File: src/hdl/assert_macros.svh
// ----------------------------------------------------------------------------
// assert_macros.svh
// concurrent assertion helpers, clocked on clk_i with active-low rst_ni
// ----------------------------------------------------------------------------
`ifndef ASSERT_MACROS_SVH
`define ASSERT_MACROS_SVH

// checked only outside reset
`define ASSERT_CLK(label, prop, msg) \
  label: assert property (@(posedge clk_i) disable iff (!rst_ni) (prop)) else $error(msg);

// checked at every edge, reset included
`define ASSERT_ALWAYS(label, prop, msg) \
  label: assert property (@(posedge clk_i) (prop)) else $error(msg);

`endif

File: src/hdl/mlsd_pkg.sv
// ----------------------------------------------------------------------------
// mlsd_pkg
// shared constants, types and helpers of the multi-lane symbol delay block
// ----------------------------------------------------------------------------
package mlsd_pkg;

  localparam int LANES_DEF     = 24;
  localparam int MAX_DELAY_DEF = 128;

  localparam int SYM_W      = 8;
  localparam int LANE_W     = 5;
  localparam int CFG_IDX_W  = 2;
  localparam int CFG_DATA_W = 8;
  localparam int SEL_W      = 5;
  localparam int STORE_W    = 10;

  localparam logic [CFG_IDX_W-1:0] CFG_DELAY_SELECT = 2'd0;
  localparam logic [CFG_IDX_W-1:0] CFG_DELAY_VALUE  = 2'd1;

  localparam logic OP_PUSH  = 1'b0;
  localparam logic OP_FLUSH = 1'b1;

  typedef struct packed {
    logic             padded;
    logic             error;
    logic [SYM_W-1:0] symbol;
  } store_word_t;

  // index width for n entries, at least one bit
  function automatic int idx_w(input int n);
    return (n > 1) ? $clog2(n) : 1;
  endfunction

endpackage

File: src/hdl/mlsd_dtab.sv
// ----------------------------------------------------------------------------
// mlsd_dtab
// lane delay table with its config registers and the fill-complete check
// ----------------------------------------------------------------------------
module mlsd_dtab import mlsd_pkg::*; #(
  parameter int LANES     = LANES_DEF,
  parameter int MAX_DELAY = MAX_DELAY_DEF,
  localparam int LW       = idx_w(LANES),
  localparam int DW       = $clog2(MAX_DELAY + 1)
) (
  input  logic                  clk_i,
  input  logic                  rst_ni,
  input  logic                  cfg_we_i,
  input  logic [CFG_IDX_W-1:0]  cfg_idx_i,
  input  logic [CFG_DATA_W-1:0] cfg_data_i,
  input  logic [LW-1:0]         lane_i,
  input  logic [DW-1:0]         frames_i,
  output logic [DW-1:0]         delay_o,
  output logic                  fill_ok_o
);

  logic [SEL_W-1:0] sel_q;
  logic [DW-1:0]    delay_q [LANES];
  logic [10:0]      dval_ext;
  logic [DW-1:0]    dval_sat;
  logic             sel_ok;
  logic [LANES-1:0] lane_ok;

  always_comb begin
    dval_ext = 11'(cfg_data_i);
    if (dval_ext > 11'(MAX_DELAY)) begin
      dval_ext = 11'(MAX_DELAY);
    end
    dval_sat = DW'(dval_ext);
  end

  assign sel_ok = (32'(sel_q) < LANES);

  always_ff @(posedge clk_i or negedge rst_ni) begin
    if (!rst_ni) begin
      sel_q <= '0;
      for (int i = 0; i < LANES; i++) begin
        delay_q[i] <= '0;
      end
    end else if (cfg_we_i) begin
      if (cfg_idx_i == CFG_DELAY_SELECT) begin
        sel_q <= cfg_data_i[SEL_W-1:0];
      end else if (cfg_idx_i == CFG_DELAY_VALUE) begin
        for (int i = 0; i < LANES; i++) begin
          if (sel_ok && (32'(sel_q) == i)) begin
            delay_q[i] <= dval_sat;
          end
        end
      end
    end
  end

  // output starts once every lane has seen at least its delay in frames
  always_comb begin
    for (int i = 0; i < LANES; i++) begin
      lane_ok[i] = (delay_q[i] <= frames_i);
    end
  end

  assign fill_ok_o = &lane_ok;
  assign delay_o   = delay_q[lane_i];

endmodule

File: config.mk
export PLATFORM = sky130hd
export DESIGN_NAME = mlsd_dtab
export DESIGN_NICKNAME = d
export VERILOG_FILES = /design/src/hdl/assert_macros.svh /design/src/hdl/mlsd_pkg.sv /design/src/hdl/mlsd_dtab.sv
export SDC_FILE = /design/constraint.sdc
export NUM_CORES = 1
export LEC_CHECK = 0
export BUFFER_PORTS_ARGS = -buffer_cell sky130_fd_sc_hd__buf_2
export CORE_AREA = 2 2 188 153
export CTS_CLUSTER_SIZE = 30
export DETAILED_ROUTE_END_ITERATION = 12
export DIE_AREA = 0 0 190 155
export PLACE_DENSITY = 0.73
export SETUP_SLACK_MARGIN = 0.3
export SYNTH_ARGS = -nofsm -noshare
export SYNTH_HDL_FRONTEND = slang
export SYNTH_SLANG_ARGS = --single-unit
File: constraint.sdc
create_clock -name clk_i -period 3.2 [get_ports clk_i]
set_input_delay 0 -clock clk_i [delete_from_list [all_inputs] [get_ports clk_i]]
set_output_delay 0 -clock clk_i [all_outputs]
set_load 0.01 [all_outputs]
# Yosys cells after proc, flatten, opt, wreduce, memory -nomap -nowiden
# Cells that the tools add are included.
dict set report word_totals {
  regBits 197
  inputBits 26
  output_inout_bits 9
}
dict set report op_classes {
  order_cmp 27
  n_eq_ne 24
  muxes 4
  n_bitwise 2
  reduce_logical 52
}
# op count
set ops {}
lappend ops {{$le 8x8->1} 24}
lappend ops {{$reduce_and 4->1} 24}
lappend ops {{$bmux 8 s5} 1}
lappend ops {{$eq 5x4->1 const B} 8}
lappend ops {{$eq 5x5->1 const B} 8}
lappend ops {{$logic_and 1x1->1} 24}
lappend ops {{$mux 8} 3}
lappend ops {{$reduce_and 24->1} 1}
lappend ops {{$eq 5x3->1 const B} 4}
lappend ops {{$eq 5x2->1 const B} 2}
lappend ops {{$gt 8x8->1 const B} 1}
lappend ops {{$ge 6x6->1 const B} 1}
lappend ops {{$not 5->6} 1}
lappend ops {{$eq 5x1->1 const B} 1}
lappend ops {{$logic_not 5->1} 1}
lappend ops {{$lt 5x5->1 const B} 1}
lappend ops {{$eq 2x1->1 const B} 1}
lappend ops {{$logic_not 2->1} 1}
lappend ops {{$reduce_and 2->1} 1}
lappend ops {{$not 1->1} 1}

# Logic depth before layout (Yosys ltp)
# Gate-level depths: netlist (run 1).
dict set report depth {
  depth_word 4
  mapped_depth 9
}

# Worst setup path before layout (run 1)
# Ideal clock, no wire load.
dict set report synth_timing {
  path_type {input-to-output}
  startpoint {input port frames_i[1]}
  endpoint {output port fill_ok_o}
  arrival_ns 2.711
  required_time_ns 3.200
  slack_ns 0.489
  path_stages 9
  path_cell_list {inv_1 > ha_1 > nor2b_4 > o211ai_2 > a21oi_1 > or4_1 > or4_1 > a2111o_1 > nor4_2}
}
dict set report synth_via {
  elab_chain_len 2
  elab_cells_between_ends 25
  classes_between {order compare: 24; reduce/logical: 1}
}
# element line_no
set synth_lines {}
lappend synth_lines {{from (decl)} mlsd_dtab.sv:17} ;# input logic [DW-1:0] frames_i,
lappend synth_lines {{$le 8x8->1} mlsd_dtab.sv:61} ;# lane_ok[i] = (delay_q[i] <= frames_i);
lappend synth_lines {{$reduce_and 24->1 (*)} mlsd_dtab.sv:65} ;# assign fill_ok_o = &lane_ok;
lappend synth_lines {{to (decl)} mlsd_dtab.sv:19} ;# output logic fill_ok_o
# Every way passes the cells marked *; elsewhere a longest branch is shown, timed or not.

# Worst setup path in the final report (run 1)
dict set report layout_timing {
  startpoint {register delay_q[169] (netlist bit)}
  endpoint {output port fill_ok_o}
}
dict set report layout_via {
  elab_chain_len 2
}
# element line_no
set layout_lines {}
lappend layout_lines {{from (decl)} mlsd_dtab.sv:23} ;# logic [DW-1:0] delay_q [LANES];
lappend layout_lines {{from (signal, indexed assignment)} mlsd_dtab.sv:51} ;# delay_q[i] <= dval_sat;
lappend layout_lines {{$le 8x8->1} mlsd_dtab.sv:61}
lappend layout_lines {{$reduce_and 24->1} mlsd_dtab.sv:65}
# No other way between the ends.

==> metrics.txt, run 1 <==
status=finished with violations; failing checks=negative setup slack; Yosys top cell by area=dfrtp_1; Routed WL=37600 um; GP Congestion=0.939; YS warnings=0; vias in the first global route=10118; crit end category=primary output; final count of hold timing violations=0; Post-Layout Inst Area=14500 um2; pwr/cell area=499 nW/um2; initial antenna violation count=1; Syn Nets=1442; clock latency on the worst-skew pair=0.45 ns; HP Class=in2reg; synth-to-layout area growth=11.4%; Clock Skew=0.0118 ns; ANT nets after route=0; post-synth cell types=41; I/O pin count=35; root buf cell=clkbuf_16; Die Ht=155 um; Final Setup Violations=1; Overflow after GRT=0; Detailed Routing Iterations Pass 1=7; Max H-tree Level=4; clk buf depth=2; Tot GR Track Use=26.6%; synthesized area=13000 um2; Die X=190 um; critical path data arrival time=3.25 ns; num rows=55; Worst EP required=3.20 ns; DR iter-0 viols=895; Worst Max-Slew Pin Slew=1.14 ns; Peak VDD IR=0.374 mV; share of cells above drive strength 1=20.3%; Seq/Total Area, Yosys=37.8%; Sink Count=197; TritonCTS buffer count=17; CP Max Fanout=2; DP HPWL=27500 um; Util after Layout=52.4%; drt wl/cell=22.9 um; Setup crit start kind=flip-flop; core area=27700 um2; Placed Area=13800 um2; vias=10237; MaxCap Viol Count=0; CTS tree=yes; top post-synthesis cells by area=dfrtp_1 (38%), ha_1 (18%), mux4_2 (9.7%); largest net degree at the start of global routing=87; post-route DRC violation count=0; crit path kind=reg2out; fill count=2428; #FFs+latches synth=197; nets@finish=1477; clock transition at the registers of the reported paths=0.08 ns; post-layout minimum cycle time=3.25 ns; Slew headroom=23.8%; vias per inst=6.23; Port Buffers=34; Lkg Pwr=6.77 nW; Worst Slack Setup Final=-0.0524 ns; fin crit share=102%; Initial Utilization=47.0%; Max Clock Freq=0.307 GHz; RSZ-0062 raised after global routing=yes; first-pass GRT wire length=59000 um; syn avg cell area=10.7 um2; worst hold slack=0.0943 ns; Setup TNS=-0.0524 ns; Yosys top cell area share=37.8%; Die ar.=29500 um2; Slew Viols, Final=0; cell count after synthesis=1224
[through the flow]
step	worst slack [ns]	instances	power [mW]
detailed placement	0.309	1600	4.98
floorplan	0.489	1224	4.29
global route	-0.200	1642	7.61
finish	-0.0524	1643	7.25
global placement	0.321	1600	4.89
CTS	-0.0809	1640	7.21
[report_power, final]
group          internal (mW)  switching, mW  leakage, nW
Combinational          0.850           1.04         3.82
Sequential              2.81          0.306         2.66
Clock                   1.20           1.05        0.287
Total                   4.86           2.39         6.77
[what timing repair did]
| action | 4_1_cts | 5_1_grt |
|---|---|---|
| gates resized for setup | 3 | 4 |
| pin swaps | 5 | 2 |
| hold buffers | 6 | 0 |
| buffers inserted | 2 | 2 |
| setup endpoints to repair | 1 | 1 |
| hold endpoints to repair | 87 | 0 |
[area by class of cell]
| type | count | area, um2 | area share (%) |
|---|---|---|---|
| well taps | 370 | 463 | 3.18 |
| multi-input cells | 924 | 7790 | 53.6 |
| clock buffers | 19 | 443 | 3.05 |
| flip-flops and latches | 197 | 4930 | 33.9 |
| inverters | 48 | 180 | 1.24 |
| diodes | 1 | 2.50 | 0.0172 |
| repair buffers | 71 | 562 | 3.86 |
| clock inverters | 13 | 165 | 1.14 |
[registers in the layout, summed over array words and instances (netlist names)]
| name | flops |
|---|---|
| delay_q | 192 |
| sel_q | 5 |
[cells in the mapped netlist (all sizes together)]
cell,n
a21oi,90
or4,2
o22a,1
nor2b,25
or3b,1
nand2,156
nand4b,1
mux4,56
nor3b,3
or2,3
nor3,5
clkbuf,46
ha,192
nand4,49
o21ai,157
a2111o,2
nor2,16
and2,1
a2111oi,1
inv,48
mux2i,8
and3,1
nand2b,23
nor4,1
o22ai,10
o31ai,2
nand3b,6
a32oi,1
mux2,89
o2111ai,2
o211ai,14
nand3,2
dfrtp,197
buf,9
o21a,1
or3,2
a211oi,1
[per-layer routing]
metal	up-vias	GRT usage, %	wire, um
met3	84	6.20	3620
li1	4618	-	-
met4	0	9.78	1360
met5	-	0	0
met2	466	40.6	16600
met1	5069	37.2	16000
[critical path, cell delays in order (launching register included)]
cell,delay (ns)
dfrtp_1,0.39
ha_1,0.29
nor2b_4,0.13
o211ai_2,0.17
a21oi_2,0.09
or4_1,0.50
or4_1,0.47
a2111o_1,0.34
nor4_2,0.25
buf_2,0.18
[final timing paths]
kind	from	endpoint	slack, ns	cells after the start
setup / recovery	delay_q[169]$_DFFE_PN0P_	fill_ok_o	-0.05	9
hold / removal	cfg_idx_i[1]	sel_q[2]$_DFFE_PN0P_	0.09	4
setup reg to reg	sel_q[3]$_DFFE_PN0P_	delay_q[1]$_DFFE_PN0P_	0.90	4
hold reg to reg	delay_q[48]$_DFFE_PN0P_	delay_q[48]$_DFFE_PN0P_	0.51	2
max in group asynchronous	rst_ni	delay_q[38]$_DFFE_PN0P_	2.07	3
min in group asynchronous	rst_ni	delay_q[14]$_DFFE_PN0P_	0.14	2
[cell usage in the layout, fill, tap and decap left out, types with 6 or more instances in the layout]
master and instances:
buf_12 7, clkbuf_16 17, mux2_2 89, nor2b_1 23, dfrtp_1 197, mux2i_1 8, buf_2 32, nand2_1 156
nand3b_1 6, nand2b_1 23, o22ai_1 10, nand4_1 49, buf_4 25, dlygate4sd3_1 6, nor2_1 16, o211ai_1 12
a21oi_1 88, inv_1 48, mux4_2 56, o21ai_0 157, ha_1 187
[logic make-up after synthesis]
family                     after synthesis  share of synthesized area, %
and+or+nand+nor                        297                          11.3
muxes                                  153                          18.0
DFF                                    197                          37.8
AOI/OAI and AO/OA                      282                          11.6
adders and majority gates              192                          18.4
buffers and inverters                  103                          3.01
Power figures use the tool's default switching activity.
==> inputs of run 2 (changes only) <==
- clock period: 3.2 -> 3.8 ns (I/O delays scaled with it)
==> run 2 against run 1 <==
Compared with the run above:
- critical endpoint unchanged
- the flow now finishes without violations
- count of clock-buffer cells in the layout fell by 2
- register-to-register slack gained 0.51 ns
- die area unchanged
==> metrics.txt, run 2 (synthesized netlist as in run 1, its figures left out) <==
pwr/cell area=423 nW/um2 (-15%); # placed instances=1594 (-0.38%); crit end category=primary output; vias per inst=6.18 (-0.75%); Largest Register=delay_q; Slew Viols, Final=0 (unchanged); crit path kind=reg2out; non-filler cells, final=1632 (-0.67%); core area=27700 um2 (unchanged); status=completed; initial antenna violation count=0 (-1); # resized after CTS=0 (-3); RSZ-0062 raised after global routing=yes; Detailed Routing Iterations Pass 1=5 (-2); Die ar.=29500 um2 (unchanged); Antenna Cells=0 (-1); DP HPWL=27800 um (+1.4%); DR iter-0 viols=1081 (+21%); Setup crit start kind=flip-flop; post-route DRC violation count=0 (unchanged); commonest non-fill, non-tap cell in the layout=dfrtp_1; CTS tree=yes; clock latency on the worst-skew pair=0.45 ns (about the same); Max H-tree Level=4 (unchanged); Routed WL=37900 um (+0.81%); Setup TNS=0 ns (+0.0524 ns); post-layout minimum cycle time=3.45 ns; clk buf depth=2 (unchanged); Sink Count=197 (unchanged); share of cells above drive strength 1=19.2% (-1.1 points); clock transition at the registers of the reported paths=0.08 ns (about the same); Worst Max-Slew Pin Slew=1.18 ns (+0.0363 ns); nets@finish=1467 (-0.68%); TritonCTS buffer count=17 (unchanged); commonest cells after routing, fill and taps aside=dfrtp_1 (197), ha_1 (192), o21ai_0 (157); ANT nets after route=0 (unchanged); drt wl/cell=23.2 um (+1.5%); Largest regs=delay_q (192), sel_q (5); Overflow after GRT=0 (unchanged); critical path data arrival time=3.45 ns (+0.20 ns); synth-to-layout area growth=9.69%; Die Ht=155 um (unchanged); max reg flops=192 (unchanged); Lkg Pwr=6.70 nW (-1.1%); Max Clock Freq=0.290 GHz; first-pass GRT wire length=60100 um (+1.8%); Peak VDD IR=0.296 mV (-21%); fill count=2414 (-0.58%); MaxCap Viol Count=0 (unchanged); Worst EP required=3.80 ns (+0.60 ns); I/O pin count=35 (unchanged); root buf cell=clkbuf_16; largest net degree at the start of global routing=93 (+6.9%); vias=10092 (-1.4%); fin crit share=90.9%; Slew headroom=21.4% (-2.4 points); HP Class=in2reg; Final Setup Violations=0 (-1); Initial Utilization=47.0% (unchanged); final count of hold timing violations=0 (unchanged); num rows=55 (unchanged); CP Max Fanout=3 (+1); Port Buffers=34 (unchanged); Clock Skew=0.00695 ns (-0.00489 ns); Tot GR Track Use=26.9% (+0.32 points); vias in the first global route=10199 (+0.80%); Die X=190 um (unchanged); GP Congestion=0.916 (-2.5%)
## run 2: cell count changes in the layout (fill, tap and decap cells not counted), sizes merged
cell and change:
buf -10, inv +3, bufinv -2, clkbuf -2
clkinv +2, clkinvlp -1, diode -1
## run 2: path summary, 6_finish.rpt
path / start / end / slack (ns) / cells after the start
min: cfg_idx_i[1] / sel_q[0]$_DFFE_PN0P_ / 0.1 / 4
min in group asynchronous: rst_ni / sel_q[2]$_DFFE_PN0P_ / 0.16 / 2
max in group asynchronous: rst_ni / delay_q[23]$_DFFE_PN0P_ / 2.49 / 3
max reg2reg: sel_q[3]$_DFFE_PN0P_ / delay_q[38]$_DFFE_PN0P_ / 1.41 / 4
min reg2reg: delay_q[125]$_DFFE_PN0P_ / delay_q[125]$_DFFE_PN0P_ / 0.51 / 2
max: delay_q[27]$_DFFE_PN0P_ / fill_ok_o / 0.35 / 9
## run 2: layout make-up
cell class	instances	area [um2]	share of cell area [%]
Multi-Input combinational cell	924	7720	54.0
Sequential cell	197	4930	34.4
Clock buffer	17	425	2.97
Timing Repair Buffer	61	412	2.88
Tap cell	370	463	3.23
Clock inverter	15	176	1.23
Inverter	48	180	1.26
## run 2: what timing repair did
action	in CTS	in global routing
endpoints found under the hold margin	94	0
setup buffers	0	0
hold buffers	6	0
setup endpoints to repair	0	1
## run 2: power by group
part           switching [mW]  leakage [nW]  internal [mW]
logic                   0.863          3.75          0.694
clock network           0.968         0.287          0.894
registers               0.273          2.66           2.37
## run 2: worst max-delay path, cell delays in order (launching register included)
cell and delay (ns):
dfrtp_1 0.44, ha_1 0.35, nand4_1 0.16, nand2b_1 0.10, a21oi_1 0.05, or4_1 0.53
or4_1 0.47, a2111o_1 0.42, nor4_2 0.29, buf_2 0.19
## run 2: metrics by stage
stage / power, mW / utilization [%] / hold WS, ns / setup WS, ns / area [um2]
6_report: 6.06 / 51.6 / 0.0972 / 0.347 / 14300
3_5_place_dp: 4.19 / 49.2 / 0.140 / 0.687 / 13600
2_1_floorplan: 3.61 / - / -0.296 / 1.09 / 13000
4_1_cts: 6.04 / 51.6 / 0.0973 / 0.323 / 14300
3_3_place_gp: 4.10 / 49.2 / 0.127 / 0.686 / 13600
5_1_grt: 6.37 / 51.6 / 0.116 / 0.248 / 14300
## run 2: per-layer routing
metal | part of all wire (%) | global-route usage (%) | vias up
li1 | - | - | 4594
met1 | 44 | 37.5 | 4993
met2 | 44 | 40.9 | 406
met3 | 7.4 | 5.10 | 99
met4 | 4.4 | 12.6 | 0
met5 | 0 | 0 | -
==> inputs of run 3 (changes only) <==
- REMOVE_ABC_BUFFERS: not set -> 1
==> run 3 against run 2 <==
Compared with the run above:
- worst hold slack worse by 0.044 ns
- wire length is 4.3% higher
- non-clock buffer count stayed put
- global-route usage is 0.93 points higher
- utilization is 0.059 points lower
- fmax is 1.2% higher
- critical endpoint unchanged
- highest routed layer unchanged
==> metrics.txt, run 3 (synthesized netlist as in run 1, its figures left out) <==
core area=27700 um2 (unchanged); commonest non-fill, non-tap cell in the layout=dfrtp_1; vias=10357 (+2.6%); crit path kind=reg2out; HP Class=in2reg; Max Clock Freq=0.293 GHz (+1.2%); CTS tree=yes; sequential power share=43.9% (+0.3 points); root buf cell=clkbuf_16; pwr/cell area=420 nW/um2 (-0.83%); vias per inst=6.35 (+2.6%); Detailed Routing Iterations Pass 1=5 (unchanged); Setup crit start kind=flip-flop; clock transition at the registers of the reported paths=0.08 ns (about the same); Die ar.=29500 um2 (unchanged); synth-to-layout area growth=9.56%; critical path data arrival time=3.41 ns (-0.04 ns); Largest Register=delay_q; RSZ-0062 raised after global routing=no; clock latency on the worst-skew pair=0.45 ns (about the same); drt wl/cell=24.2 um (+4.3%); commonest cells after routing, fill and taps aside=dfrtp_1 (197), ha_1 (192), nand2_1 (156), o21ai_0 (156), a21oi_1 (90); Sink Count=197 (unchanged); initial antenna violation count=1 (+1); largest net degree at the start of global routing=107 (+15%); Slew Viols, Final=0 (unchanged); DR iter-0 viols=958 (-11%); Clock Skew=0.0129 ns (+0.00592 ns); CP Max Fanout=3 (unchanged); Worst Max-Slew Pin Slew=1.13 ns (-0.0442 ns); switching share of power=34.0% (-0.74 points); # placed instances=1594 (unchanged); cell internal pwr=3.96 mW (+0.19%); Max H-tree Level=4 (unchanged); Setup TNS=0 ns (unchanged); Initial Utilization=47.0% (unchanged); final count of hold timing violations=0 (unchanged); Overflow after GRT=0 (unchanged); Port Buffers=34 (unchanged); Worst EP required=3.80 ns (about the same); MaxCap Viol Count=0 (unchanged); vias in the first global route=10432 (+2.3%); status=completed; num rows=55 (unchanged); I/O pin count=35 (unchanged); non-filler cells, final=1632 (unchanged); clock share of power=29.4% (-1.3 points); Slew headroom=24.3% (+2.9 points); Lkg Pwr=6.69 nW (-0.12%); Peak VDD IR=0.261 mV (-12%); Tot GR Track Use=27.9% (+0.93 points); Largest regs=delay_q (192), sel_q (5); Final Setup Violations=0 (unchanged); worst hold slack=0.0533 ns (-0.0440 ns); Comb pwr share=26.7% (+1.0 points); ANT nets after route=0 (unchanged); share of cells above drive strength 1=19.0% (-0.16 points); max reg flops=192 (unchanged); TritonCTS buffer count=17 (unchanged); NetSw=2.04 mW (-3.1%); nets@finish=1467 (unchanged); DP HPWL=28700 um (+3.0%); fin crit share=89.8% (-1.1 points); Antenna Cells=0 (unchanged); post-layout minimum cycle time=3.41 ns (-0.0407 ns); Die X=190 um (unchanged); first-pass GRT wire length=61900 um (+3.1%); post-route DRC violation count=0 (unchanged); Die Ht=155 um (unchanged); clk buf depth=2 (unchanged); crit end category=primary output; Routed WL=39500 um (+4.3%); GP Congestion=0.968 (+5.7%)
run 3: changes by cell type in the layout (fill, tap and decap cells not counted), sizes merged:
cell | previous run | this run
clkbuf | 18 | 22
clkinv | 5 | 4
inv | 56 | 53
run 3: routing by layer:
layer	up-vias	wire length, um	track usage, %
li1	4583	-	-
met1	5144	16800	38.9
met4	0	1440	11.2
met2	534	17400	42.1
met3	96	3840	6.38
met5	-	0	0
run 3: through the flow:
step | area [um2] | total power [mW] | setup WS [ns] | util (%)
global route | 14300 | 6.31 | 0.304 | 51.5
CTS | 14300 | 5.96 | 0.356 | 51.5
detailed placement | 13700 | 4.20 | 0.549 | 49.3
finish | 14300 | 6.00 | 0.387 | 51.5
global placement | 13700 | 4.12 | 0.563 | 49.3
floorplan | 12800 | 3.57 | 1.09 | -
run 3: layout make-up:
cell class	instances	area, um2
Clock buffer	21	460
Fill cell	2401	13400
Sequential cell	197	4930
Clock inverter	11	91.3
Inverter	48	180
Multi-Input combinational cell	924	7730
Tap cell	370	463
Timing Repair Buffer	61	437
run 3: critical path, stage by stage, from the launching register on:
cell,delay (ns)
dfrtp_1,0.43
ha_1,0.30
nor2b_1,0.14
o211ai_1,0.18
a21oi_1,0.13
or4_1,0.41
or4_1,0.47
a2111o_1,0.46
nor4_4,0.27
buf_2,0.18
run 3: final timing paths:
path                                         start                       end  slack (ns)  cells after the start
max                        delay_q[97]$_DFFE_PN0P_                 fill_ok_o        0.39                      9
min                                   cfg_idx_i[1]      sel_q[4]$_DFFE_PN0P_        0.05                      3
max reg2reg                   sel_q[2]$_DFFE_PN0P_  delay_q[150]$_DFFE_PN0P_        1.45                      4
min reg2reg                delay_q[69]$_DFFE_PN0P_   delay_q[69]$_DFFE_PN0P_        0.51                      2
max in group asynchronous                   rst_ni      sel_q[0]$_DFFE_PN0P_        2.60                      3
min in group asynchronous                   rst_ni  delay_q[121]$_DFFE_PN0P_        0.23                      2
run 3: power groups by stage:
| stage | Clock, mW | Combinational, mW | Sequential [mW] |
|---|---|---|---|
| global placement | 0 | 1.47 | 2.65 |
| finish | 1.76 | 1.60 | 2.64 |
| global route | 1.87 | 1.77 | 2.67 |
| detailed placement | 0 | 1.54 | 2.66 |
| floorplan | 0 | 1.02 | 2.56 |
| CTS | 1.78 | 1.56 | 2.63 |
run 3: timing repair:
item | 4_1_cts | 5_1_grt
resized for setup | 0 | 2
setup endpoints to repair | 0 | 1
setup buffers | 0 | 0
hold endpoints to repair | 109 | 0
hold buffers | 6 | 0
